[config.mk]
export PLATFORM = sky130hd
export DESIGN_NAME = steq_front
export DESIGN_NICKNAME = d
export VERILOG_FILES = /design/src/rtl/stratified_timed_event_queue_defines.svh /design/src/rtl/steq_pkg.sv /design/src/rtl/steq_front.sv
export SDC_FILE = /design/constraint.sdc
export NUM_CORES = 1
export LEC_CHECK = 0
export BUFFER_PORTS_ARGS = -buffer_cell sky130_fd_sc_hd__clkbuf_2
export CORE_MARGIN = 2
export CORE_UTILIZATION = 40
export DETAILED_ROUTE_END_ITERATION = 8
export HOLD_SLACK_MARGIN = 0.12
export PLACE_DENSITY = 0.66
export SKIP_LAST_GASP = 1
export SYNTH_ARGS = -nofsm -noshare
export SYNTH_HDL_FRONTEND = slang
export SYNTH_SLANG_ARGS = --single-unit
[constraint.sdc]
create_clock -name clk -period 5 [get_ports clk]
set_input_delay 0.75 -clock clk [delete_from_list [all_inputs] [get_ports clk]]
set_output_delay 0.75 -clock clk [all_outputs]
set_load 0.005 [all_outputs]
[src/rtl/stratified_timed_event_queue_defines.svh]
// Assertion macros used by the stratified timed event queue top level.
// Each macro expects clk and rst_n to be visible where it is used.
`ifndef STRATIFIED_TIMED_EVENT_QUEUE_DEFINES_SVH
`define STRATIFIED_TIMED_EVENT_QUEUE_DEFINES_SVH

// Consequent must hold in the same cycle as the antecedent.
`define STEQ_ASSERT_NOW(lbl, ante, cons, msg) \
    lbl: assert property (@(posedge clk) disable iff (!rst_n) (ante) |-> (cons)) \
        else $error(msg);

// Consequent must hold in the cycle after the antecedent.
`define STEQ_ASSERT_NEXT(lbl, ante, cons, msg) \
    lbl: assert property (@(posedge clk) disable iff (!rst_n) (ante) |=> (cons)) \
        else $error(msg);

`endif

[src/rtl/steq_pkg.sv]
`timescale 1ns / 1ps
// Shared codes, widths and types of the stratified timed event queue.
// No dependencies; the top level, front end and back end refer to it by scoped names.
package steq_pkg;

    localparam int CMD_W  = 2;
    localparam int CLS_W  = 3;
    localparam int STAT_W = 3;
    localparam int TIME_W = 63;
    localparam int TAG_W  = 32;
    localparam int NUM_CLASSES = 5;

    localparam logic [CMD_W-1:0] CMD_INSERT = 2'd0;
    localparam logic [CMD_W-1:0] CMD_PUSH   = 2'd1;
    localparam logic [CMD_W-1:0] CMD_POP    = 2'd2;

    localparam logic [CLS_W-1:0] CLS_ACTIVE = 3'd0;
    localparam logic [CLS_W-1:0] CLS_NBA    = 3'd1;
    localparam logic [CLS_W-1:0] CLS_RWSYNC = 3'd2;
    localparam logic [CLS_W-1:0] CLS_ROSYNC = 3'd3;
    localparam logic [CLS_W-1:0] CLS_DEL    = 3'd4;

    localparam logic [STAT_W-1:0] ST_ACC   = 3'd0;
    localparam logic [STAT_W-1:0] ST_RET   = 3'd1;
    localparam logic [STAT_W-1:0] ST_EMPTY = 3'd2;
    localparam logic [STAT_W-1:0] ST_REJ   = 3'd3;
    localparam logic [STAT_W-1:0] ST_VIOL  = 3'd4;

    // One decoded request as it leaves the front end.
    typedef struct packed {
        logic [CMD_W-1:0]  cmd;
        logic [TIME_W-1:0] delay;
        logic [CLS_W-1:0]  cls;
        logic [TAG_W-1:0]  tag;
        logic              bad;
        logic              dz;
    } req_t;

    // One result as the back end hands it over.
    typedef struct packed {
        logic [STAT_W-1:0] status;
        logic [TAG_W-1:0]  tag;
        logic [CLS_W-1:0]  cls;
        logic [TIME_W-1:0] etime;
    } rsp_t;

endpackage

[src/rtl/steq_front.sv]
`timescale 1ns / 1ps
// Front end: takes request beats, classifies them and queues them for the back end.
// Depends on steq_pkg.
module steq_front (
    input  logic                        clk,
    input  logic                        rst_n,
    input  logic                        req_valid,
    output logic                        req_ready,
    input  logic [steq_pkg::CMD_W-1:0]  cmd,
    input  logic [steq_pkg::TIME_W-1:0] delay,
    input  logic [steq_pkg::CLS_W-1:0]  event_class,
    input  logic [steq_pkg::TAG_W-1:0]  tag,
    output logic                        q_valid,
    input  logic                        q_ready,
    output steq_pkg::req_t              q_item
);

    steq_pkg::req_t ent_reg [2];
    logic           wptr_reg, wptr_next;
    logic           rptr_reg, rptr_next;
    logic [1:0]     cnt_reg, cnt_next;
    steq_pkg::req_t dec;
    logic           push, pop;

    always_comb
    begin
        dec.cmd   = cmd;
        dec.delay = delay;
        dec.cls   = event_class;
        dec.tag   = tag;
        dec.dz    = (delay == '0);
        // Unknown commands and out of range classes on an insert are answered without touching state.
        dec.bad   = (cmd != steq_pkg::CMD_INSERT && cmd != steq_pkg::CMD_PUSH &&
                     cmd != steq_pkg::CMD_POP) ||
                    (cmd == steq_pkg::CMD_INSERT && event_class > steq_pkg::CLS_DEL);
    end

    assign req_ready = (cnt_reg != 2'd2);
    assign q_valid   = (cnt_reg != 2'd0);
    assign q_item    = ent_reg[rptr_reg];
    assign push      = req_valid && req_ready;
    assign pop       = q_valid && q_ready;

    always_comb
    begin
        wptr_next = push ? ~wptr_reg : wptr_reg;
        rptr_next = pop ? ~rptr_reg : rptr_reg;
        cnt_next  = cnt_reg + {1'b0, push} - {1'b0, pop};
    end

    always_ff @(posedge clk or negedge rst_n)
    begin
        if (!rst_n)
        begin
            wptr_reg <= 1'b0;
            rptr_reg <= 1'b0;
            cnt_reg  <= 2'd0;
        end
        else
        begin
            wptr_reg <= wptr_next;
            rptr_reg <= rptr_next;
            cnt_reg  <= cnt_next;
        end
    end

    always_ff @(posedge clk)
    begin
        if (push)
        begin
            ent_reg[wptr_reg] <= dec;
        end
    end

endmodule

==> key figures, run 1 <==
Floorplanning
  – Core area: ~19000 um^2
  – Std-Cell Rows: 50
  – Num ports: between 200 and 250
  – Die Y-Extent: 143 um
  – Die Wd: 143 um
  – Starting Density: 41.1%
  – Die ar.: between 20000 and 25000 um^2

Synthesis
  – Fraction of registers with async set/reset: approximately 1.9%
  – Commonest cells in the netlist: 204 x edfxtp_1, 102 x mux2_2, 16 x nor4_1, 7 x buf_6
  – Yosys warns: 0
  – Yosys top cell by area: edfxtp_1
  – Cell Area, Synth: roughly 7700 um^2
  – Syn Nets: roughly 470
  – Most frequent cell after synthesis: edfxtp_1
  – EDFF count, synth: 204
  – Mean Syn Cell Area: 21.3 um^2
  – Number of synthesized register bits: between 200 and 250
  – Yosys top cell area share: 79.1%
  – Cell count after synthesis: between 300 and 400
  – Sequential area share after synthesis: between 80% and 90%
  – Unique masters post-synth: 23
  – Main area contributors after synthesis: edfxtp_1 79%, mux2_2 15%, dfrtp_1 1.3%
  – Primary FF master, synth: edfxtp_1

GRT
  – Vias in the first global route: around 4400
  – Congestion Overflow GR: 0
  – Largest net degree at the start of global routing: 50
  – Initial antenna violation count: 0
  – First-pass GRT wire length: 23.2 mm
  – GRT Util Overall: around 15%

CTS
  – Clock Tree Buf Depth: 3
  – Post-cts sizing count: 0
  – CTS Root Cell: clkbuf_16
  – CTS Buf Count: 22
  – Clock Latency Late Sink: about 0.50 ns
  – H-tree depth: 1
  – Post-CTS setup buffer count: 0
  – Reg clk slew, reported paths: around 0.060 ns
  – Clk sinks: approximately 210
  – CTS tree: yes

Power and ir drop
  – Pwr dens: 566 nW/um^2
  – Worst vdd ir: 0.349 mV
  – Static Leak: between 0.003 and 0.004 uW

Cells and area
  – Fillers: 1536
  – Ant. Diodes: 0
  – Layout cells sized above 1: 57.3%
  – Nets: slightly below 700
  – Area grow syn2layout: 26.4%
  – Number of flip-flops in the largest register: 204

STA
  – Relative slew slack: 24.7%
  – F_max: approximately 320 MHz
  – Worst slew pin tran: about 1.1 ns
  – Final hold violations: 0
  – Final hold slack: roughly 0.45 ns
  – Period utilization: about 62%
  – Skew final: between 0.015 and 0.02 ns
  – Final setup fails: 0
  – Unrepaired setup endpoints after global routing: false
  – Minimum clock period: slightly above 3 ns
  – Max-slew violations: 0
  – Setup TNS: 0 ns

Place
  – Detailed placement HPWL: about 10 mm
  – GP Congestion: around 0.8
  – Port bufs: ~210

Critical path
  – CP Capture Type: primary output
  – WS Path Type: reg2out
  – Worst-path maximum fanout: 39
  – Startpoint type of the worst setup path: flop
  – Critical path's largest stage delay: around 0.78 ns
  – Critical path required time: ~4.3 ns
  – CP arrival: between 2 and 2.5 ns
  – Critical path's slowest cell: dfrtp_4
  – Crit path cell chain: buf_4 -> mux2_2 -> clkbuf_2

Routing
  – Total Wirelength: 15.5 mm
  – DRT iter0 DRCs: between 150 and 200
  – Vias per cell: between 4 and 5
  – DRC viols: 0
  – Routed Antenna Nets: 0
  – Drt pass-1 iters: 4
  – Routed WL per cell: approximately 18 um
  – Vias: between 4000 and 5000

Job
  – Maxcap violations: 0

Status
  – Status: finished clean

Hold path
  – Type of the most critical hold path: in2reg
[critical path, delay by kind of cell, from the launching register on]
kind | cells | cell delay (ns)
buf+inv | 2 | 0.64
mux | 1 | 0.41
flops | 1 | 0.78
[path summary, 6_finish.rpt]
kind	to	from	depth (start not counted)	slack, ns
worst max-delay path	q_item[87]	rptr_reg	3	1.90
worst min-delay path	ent_reg[1][5]	tag[3]	1	0.45
worst max register to register	ent_reg[0][34]	cnt_reg[0]	4	2.55
worst min register to register	wptr_reg	wptr_reg	1	0.56
max in group asynchronous	rptr_reg	rst_n	2	4.26
min in group asynchronous	cnt_reg[0]	rst_n	2	0.60
[routing by layer]
layer	track usage (%)	part of all wire (%)
met4	3.91	2.0
met5	0	0
met1	18.0	40
met3	5.37	9.3
met2	24.8	49
[final cells by class]
type | count | area, um^2 | area share, %
clock inverters | 6 | 87.6 | 0.895
clock buffers | 34 | 616 | 6.29
repair buffers | 214 | 1100 | 11.3
multi-input cells | 144 | 1430 | 14.6
well taps | 260 | 325 | 3.32
flip-flops and latches | 208 | 6230 | 63.6
[through the flow]
step / setup WS, ns / utilization [%] / power [uW] / instances / area (um^2)
after floorplan: 1.09 / - / 3440 / 363 / 7740
after global placement: 2.34 / 48.2 / 4010 / 825 / 9080
after detailed placement: 2.24 / 48.2 / 4050 / 825 / 9080
after CTS: 1.80 / 52.0 / 5630 / 866 / 9790
after global routing: 1.75 / 52.0 / 5830 / 866 / 9790
final: 1.90 / 52.0 / 5540 / 866 / 9790
[placed cells by master (no fill, tap or decap)]
master	count
or2_2	1
dfrtp_1	3
nor2_1	2
clkinv_8	1
nand4_1	4
dlygate4sd3_1	1
a32oi_1	1
buf_4	5
nand3_1	1
buf_12	1
nor2b_1	1
clkbuf_1	10
clkbuf_16	22
nand2b_1	1
xnor2_1	3
nor3_1	2
a21o_1	1
clkbuf_2	207
a21bo_2	1
ha_1	1
a211oi_1	1
clkbuf_8	2
mux2_2	102
o21ai_0	2
bufinv_16	2
dfrtp_4	1
clkinv_1	3
nand2_1	2
nor2_4	1
nor4_1	16
edfxtp_1	204
and3_4	1
[repair_timing]
item	4_1_cts	5_1_grt
hold buffers	1	0
endpoints found under the hold margin	4	0
setup endpoints to repair	0	0
[kinds of logic (layout without fill, tap and decap cells)]
group	after synthesis	after routing	share of synthesized area [%]
AND/OR/NAND/NOR	32	32	2.38
adder cells (fa/ha/maj)	1	1	0.162
flip-flops	208	208	80.4
AO/OA/AOI/OAI	6	6	0.566
XOR/XNOR	3	3	0.339
buffers and inverters	11	254	1.31
multiplexers	102	102	14.8
[power breakdown]
part	internal [uW]	total, uW	switching [uW]
sequential	2380	2540	153
combinational	717	1440	719
clock	950	1570	619
total	4050	5540	1490
Power figures use the tool's default switching activity.
==> run 2: changes to the inputs <==
--- a/config.mk
+++ b/config.mk
@@ -10,7 +10,6 @@
 export CORE_UTILIZATION = 40
 export DETAILED_ROUTE_END_ITERATION = 8
 export HOLD_SLACK_MARGIN = 0.12
-export PLACE_DENSITY = 0.66
 export SKIP_LAST_GASP = 1
 export SYNTH_ARGS = -nofsm -noshare
 export SYNTH_HDL_FRONTEND = slang
==> constraint.sdc (replaced) <==
create_clock -name clk -period 2.95 [get_ports clk]
set_input_delay 0.4425 -clock clk [delete_from_list [all_inputs] [get_ports clk]]
set_output_delay 0.4425 -clock clk [all_outputs]
set_load 0.005 [all_outputs]
==> run 2 against run 1 <==
- count of clock-buffer cells in the layout down 7
- global-route usage down 0.054 points
- first-iteration DRC count down 35%
- sequential share of layout area unchanged
- total power up 68%
- combinational power up 74%
- cell count down 0.12%
- critical path depth unchanged
- non-clock buffer count up 1
- critical path type unchanged
- critical endpoint is now q_item[3]
- largest power group unchanged
==> key figures, run 2 (synthesis gave the netlist of run 1 again) <==
Critical path
  – R2r setup slk: ~1.1 ns
  – CP arrival: ~2.2 ns
  – CP delay by family, top: flip-flops
  – Critical path's largest stage delay: 0.77 ns
  – Crit Reg-Reg Startpoint: cnt_reg[0]
  – WS Path Type: reg2out
  – Startpoint type of the worst setup path: flop
  – Worst reg2reg endpoint: ent_reg[1][19]
  – Worst R2R Path Depth: 3
  – CP Capture Type: primary output
  – Crit path cell chain: buf_4 -> mux2_2 -> clkbuf_2
  – Levels on crit path: 3
  – Critical path buffers and inverters: 2
  – Critical path required time: around 2.5 ns
  – Worst-path maximum fanout: 37
  – Critical path's slowest cell: dfrtp_4

STA
  – F_max: between 300 and 400 MHz
  – Worst slew pin tran: between 0.6 and 0.7 ns
  – Max-slew violations: 0
  – Period utilization: around nine tenths
  – Relative slew slack: 59.0%
  – Minimum clock period: roughly 2.6 ns
  – Unrepaired setup endpoints after global routing: false
  – Final hold violations: 0
  – Setup TNS: 0 ns
  – Final setup fails: 0
  – Final hold slack: between 0.1 and 0.15 ns
  – Skew final: between 0.02 and 0.025 ns

GRT
  – GRT Util Overall: between 10% and 20%
  – Initial antenna violation count: 0
  – GRT met2 Usage: 22.7%
  – Largest net degree at the start of global routing: 54
  – Vias in the first global route: around 4300
  – Met1 Resource Use GR: a little under a fifth
  – GR peak layer: met2
  – Met3 usage: approximately 5.6%
  – First-pass GRT wire length: between 20 and 25 mm
  – Congestion Overflow GR: 0

Cells and area
  – Most frequent cells in the layout: 207 x clkbuf_2, 204 x edfxtp_1, 102 x mux2_2
  – Number of flip-flops in the largest register: around 200
  – Area grow syn2layout: 26.4%
  – Most common cell after layout, fill and taps aside: clkbuf_2
  – Layout cells sized above 1: between 50% and 60%
  – Nets: 697
  – Ant. Diodes: 0

Place
  – Detailed placement HPWL: 10.5 mm
  – Port bufs: approximately 210
  – GP Congestion: roughly 0.70

CTS
  – Post-cts sizing count: 0
  – CTS Buf Count: 23
  – CTS tree: yes
  – Clock Tree Buf Depth: 3
  – Cts hold-fix bufs: 1
  – Clk sinks: approximately 210
  – Reg clk slew, reported paths: about 0.060 ns
  – H-tree depth: 1
  – CTS Root Cell: clkbuf_16
  – Post-CTS setup buffer count: 0
  – Clock Latency Late Sink: 0.51 ns

Routing
  – DRC viols: 0
  – Routed WL per cell: 18.0 um
  – Routed Antenna Nets: 0
  – Vias per cell: 4.86
  – Vias: around 4200
  – Total Wirelength: around 16 mm
  – DRT iter0 DRCs: about 130
  – Drt pass-1 iters: 4

Power and ir drop
  – Sw Pwr: roughly 2600 uW
  – Sequential power share: a little under half
  – Pwr dens: 949 nW/um^2
  – Clock power share: a little over a quarter
  – Static Leak: about 0.0036 uW
  – Comb power frac: 27.0%
  – Switching share of power: between 20% and 30%
  – Worst vdd ir: between 0.5 and 0.6 mV
  – Internal: approximately 6700 uW

Floorplanning
  – Std-Cell Rows: 50
  – Die Wd: approximately 140 um
  – Die ar.: 20500 um^2
  – Core area: 18800 um^2
  – Die Y-Extent: 143 um
  – Num ports: ~210
  – Starting Density: ~40%

Hold path
  – Hold path start: delay[28]
  – WHS Path Cells: 1
  – Type of the most critical hold path: in2reg
  – WHS Endpoint: ent_reg[1][65]

Job
  – Maxcap violations: 0

Status
  – Status: finished clean
## run 2: cell types whose count changed in the layout (fill, tap and decap cells not counted), sizes merged
| cell | change |
|---|---|
| inv | +2 |
| clkbuf | -7 |
| clkinv | +5 |
| bufinv | -2 |
| buf | +1 |
## run 2: area by class of cell
type,instances,area (um^2)
clock inverters,11,55.1
well taps,260,325
flip-flops and latches,208,6230
multi-input cells,144,1430
repair buffers,215,1160
clock buffers,27,591
fillers,1581,9040
## run 2: layer usage
| layer | share of wire, % | up-vias |
|---|---|---|
| met5 | 0 | - |
| met4 | 2.7 | 0 |
| met3 | 11 | 28 |
| met2 | 45 | 183 |
| met1 | 42 | 2061 |
| li1 | - | 1931 |
## run 2: power by group through the flow
stage | Sequential (uW) | Clock, uW | Combinational, uW
detailed placement | 4360 | 0 | 2550
global route | 4360 | 2660 | 2740
global placement | 4330 | 0 | 2530
floorplan | 4230 | 0 | 1560
finish | 4290 | 2490 | 2510
CTS | 4300 | 2540 | 2560
## run 2: how the worst max path moves through the flow
stage | start | to | slack, ns
floorplan | cnt_reg[0] | ent_reg[0][0] | 0.33
global placement | rptr_reg | q_item[96] | 0.85
detailed placement | rptr_reg | q_item[3] | 0.82
CTS | rptr_reg | q_item[3] | 0.28
global route | rptr_reg | q_item[80] | 0.22
finish | rptr_reg | q_item[3] | 0.33
## run 2: metrics by stage
stage / util (%) / instance area, um^2 / worst slack [ns] / power (uW) / cells
global placement: 48.5 / 9130 / 0.849 / 6850 / 826
CTS: 52.0 / 9790 / 0.282 / 9410 / 865
detailed placement: 48.5 / 9130 / 0.825 / 6910 / 826
finish: 52.0 / 9790 / 0.327 / 9290 / 865
global route: 52.0 / 9790 / 0.223 / 9750 / 865
floorplan: - / 7750 / 0.332 / 5790 / 363
==> run 3: changes to the inputs <==
--- a/config.mk
+++ b/config.mk
@@ -14,3 +14,4 @@
 export SYNTH_ARGS = -nofsm -noshare
 export SYNTH_HDL_FRONTEND = slang
 export SYNTH_SLANG_ARGS = --single-unit
+export TNS_END_PERCENT = 100
==> constraint.sdc (replaced) <==
create_clock -name clk -period 2.96 [get_ports clk]
set_input_delay 0.444 -clock clk [delete_from_list [all_inputs] [get_ports clk]]
set_output_delay 0.444 -clock clk [all_outputs]
set_load 0.005 [all_outputs]
==> run 3 against run 2 <==
- die area unchanged
- hold slack improved by 0.0017 ns
- routed wire length increased by 1.8%
- combinational power about the same
- critical path depth unchanged
- sequential power about the same
- clock power increased by 8.8%
- via count increased by 0.95%
- total power increased by 2.6%
- critical path type unchanged
- largest cell class unchanged
- highest routed layer unchanged
==> key figures, run 3 (synthesis gave the netlist of run 1 again) <==
Cells and area
  – Layout cells sized above 1: between 50% and 60%
  – Most common cell after layout, fill and taps aside: clkbuf_2
  – Nets: 707
  – Most frequent cells in the layout: 207 x clkbuf_2, 204 x edfxtp_1, 102 x mux2_2
  – Area grow syn2layout: 29.0%
  – Design Area, Final: about 10000 um^2
  – Ant. Diodes: 0
  – Fillers: approximately 1600
  – Number of flip-flops in the largest register: approximately 200

Power and ir drop
  – Sw Pwr: 2630 uW
  – Clock power share: roughly 28%
  – Internal: slightly below 7000 uW
  – Worst vdd ir: 0.677 mV
  – Static Leak: between 0.003 and 0.004 uW
  – Pwr dens: 954 nW/um^2
  – Comb power frac: between 20% and 30%
  – Sequential power share: between 40 and 50%
  – Switching share of power: approximately 28%

STA
  – Setup ws final: 0.339 ns
  – Max-slew violations: 0
  – F_max: roughly 380 MHz
  – Unrepaired setup endpoints after global routing: false
  – Skew final: ~0.012 ns
  – Worst slew pin tran: 0.743 ns
  – Period utilization: 88.5%
  – Relative slew slack: 50.3%
  – Setup TNS: 0 ns
  – Final setup fails: 0
  – Minimum clock period: between 2 and 3 ns
  – Final hold violations: 0

GRT
  – Largest net degree at the start of global routing: 48
  – First-pass GRT wire length: approximately 24 mm
  – GRT met2 Usage: around a quarter
  – Initial antenna violation count: 0
  – Congestion Overflow GR: 0
  – GRT Util Overall: between 10% and 20%
  – GR peak layer: met2
  – Vias in the first global route: ~4400
  – Met3 usage: under 10%
  – Met1 Resource Use GR: 19.7%

Critical path
  – WS Path Type: reg2out
  – CP arrival: 2.18 ns
  – Startpoint type of the worst setup path: flop
  – Worst-path maximum fanout: 37
  – CP Capture Type: primary output
  – Critical path required time: ~2.5 ns

CTS
  – Clock Latency Late Sink: slightly above 0.5 ns
  – Reg clk slew, reported paths: about 0.06 ns
  – H-tree depth: 1
  – CTS Root Cell: clkbuf_16
  – Clk sinks: between 200 and 250
  – CTS tree: yes
  – CTS Buf Count: 24
  – Post-cts sizing count: 0
  – Clock Tree Buf Depth: 3

Floorplanning
  – Core area: ~19000 um^2
  – Die Wd: ~140 um
  – Num ports: 208
  – Starting Density: between 40% and 50%
  – Die Y-Extent: roughly 140 um
  – Die ar.: 20500 um^2
  – Std-Cell Rows: 50

Routing
  – Routed Antenna Nets: 0
  – DRC viols: 0
  – Vias per cell: slightly below 5
  – Drt pass-1 iters: 4
  – Routed WL per cell: roughly 18 um
  – Vias: 4243
  – Total Wirelength: roughly 16 mm
  – DRT iter0 DRCs: roughly 220

Hold path
  – Type of the most critical hold path: in2reg

Status
  – Status: finished clean

Place
  – Detailed placement HPWL: between 10 and 15 mm
  – GP Congestion: about 0.7
  – Setup Slack @ Placement: slightly above 0.8 ns
  – Placed instance area: between 9000 and 10000 um^2
  – Port bufs: between 200 and 250

Job
  – Maxcap violations: 0
## run 3: cell types whose count changed in the layout (fill, tap and decap cells not counted), sizes merged
cell,before,now
clkinv,9,15
clkinvlp,0,3
inv,2,1
dlygate4sd3,1,8
bufinv,0,1
buf,7,9
clkbuf,234,231
## run 3: power by group through the flow
stage          Sequential, uW  Clock (uW)  Combinational, uW
4_1_cts                  4290        2770               2590
3_3_place_gp             4310           0               2550
6_report                 4280        2710               2530
3_5_place_dp             4350           0               2570
5_1_grt                  4350        2910               2770
2_1_floorplan            4210           0               1560
## run 3: area by class of cell
type,instances,area [um^2],share of cell area (%)
multi-input combinational,144,1430,14.3
clock buffer,24,601,6.02
tap,260,325,3.26
timing repair buffer,224,1260,12.6
sequential,208,6230,62.4
clock inverter,20,143,1.43
## run 3: final timing paths
path                       cells past startpoint              to  slack (ns)        from
max in group asynchronous                      2        rptr_reg        2.53       rst_n
hold reg to reg                                1        wptr_reg        0.56    wptr_reg
min in group asynchronous                      2        rptr_reg        0.29       rst_n
setup / recovery                               3      q_item[15]        0.34    rptr_reg
setup reg to reg                               4  ent_reg[0][28]        0.98  cnt_reg[0]
hold / removal                                 1   ent_reg[1][3]        0.13      tag[1]
## run 3: repair_timing
| item | in CTS | in global routing |
|---|---|---|
| endpoints found under the hold margin | 6 | 11 |
| buffers inserted | 0 | 0 |
| hold buffers | 2 | 6 |
## run 3: through the flow
stage          utilization (%)  hold WS (ns)  total power [uW]  std cells
5_1_grt                   53.0         0.120             10000        880
4_1_cts                   52.7         0.120              9660        874
3_3_place_gp              48.7         0.254              6860        828
3_5_place_dp              48.7         0.258              6920        828
2_1_floorplan                -         0.148              5770        363
6_report                  53.0         0.134              9520        880
## run 3: routing by layer
| layer | routed length (um) | part of all wire [%] | vias up |
|---|---|---|---|
| met1 | 6600 | 42 | 2079 |
| met3 | 1760 | 11 | 23 |
| met4 | 282 | 1.8 | 0 |
| met2 | 7210 | 45 | 183 |
| li1 | - | - | 1958 |
| met5 | 0 | 0 | - |
## run 3: critical path, stage by stage (launching register included)
cell	delay (ns)
dfrtp_4	0.78
buf_4	0.38
mux2_2	0.38
clkbuf_2	0.11
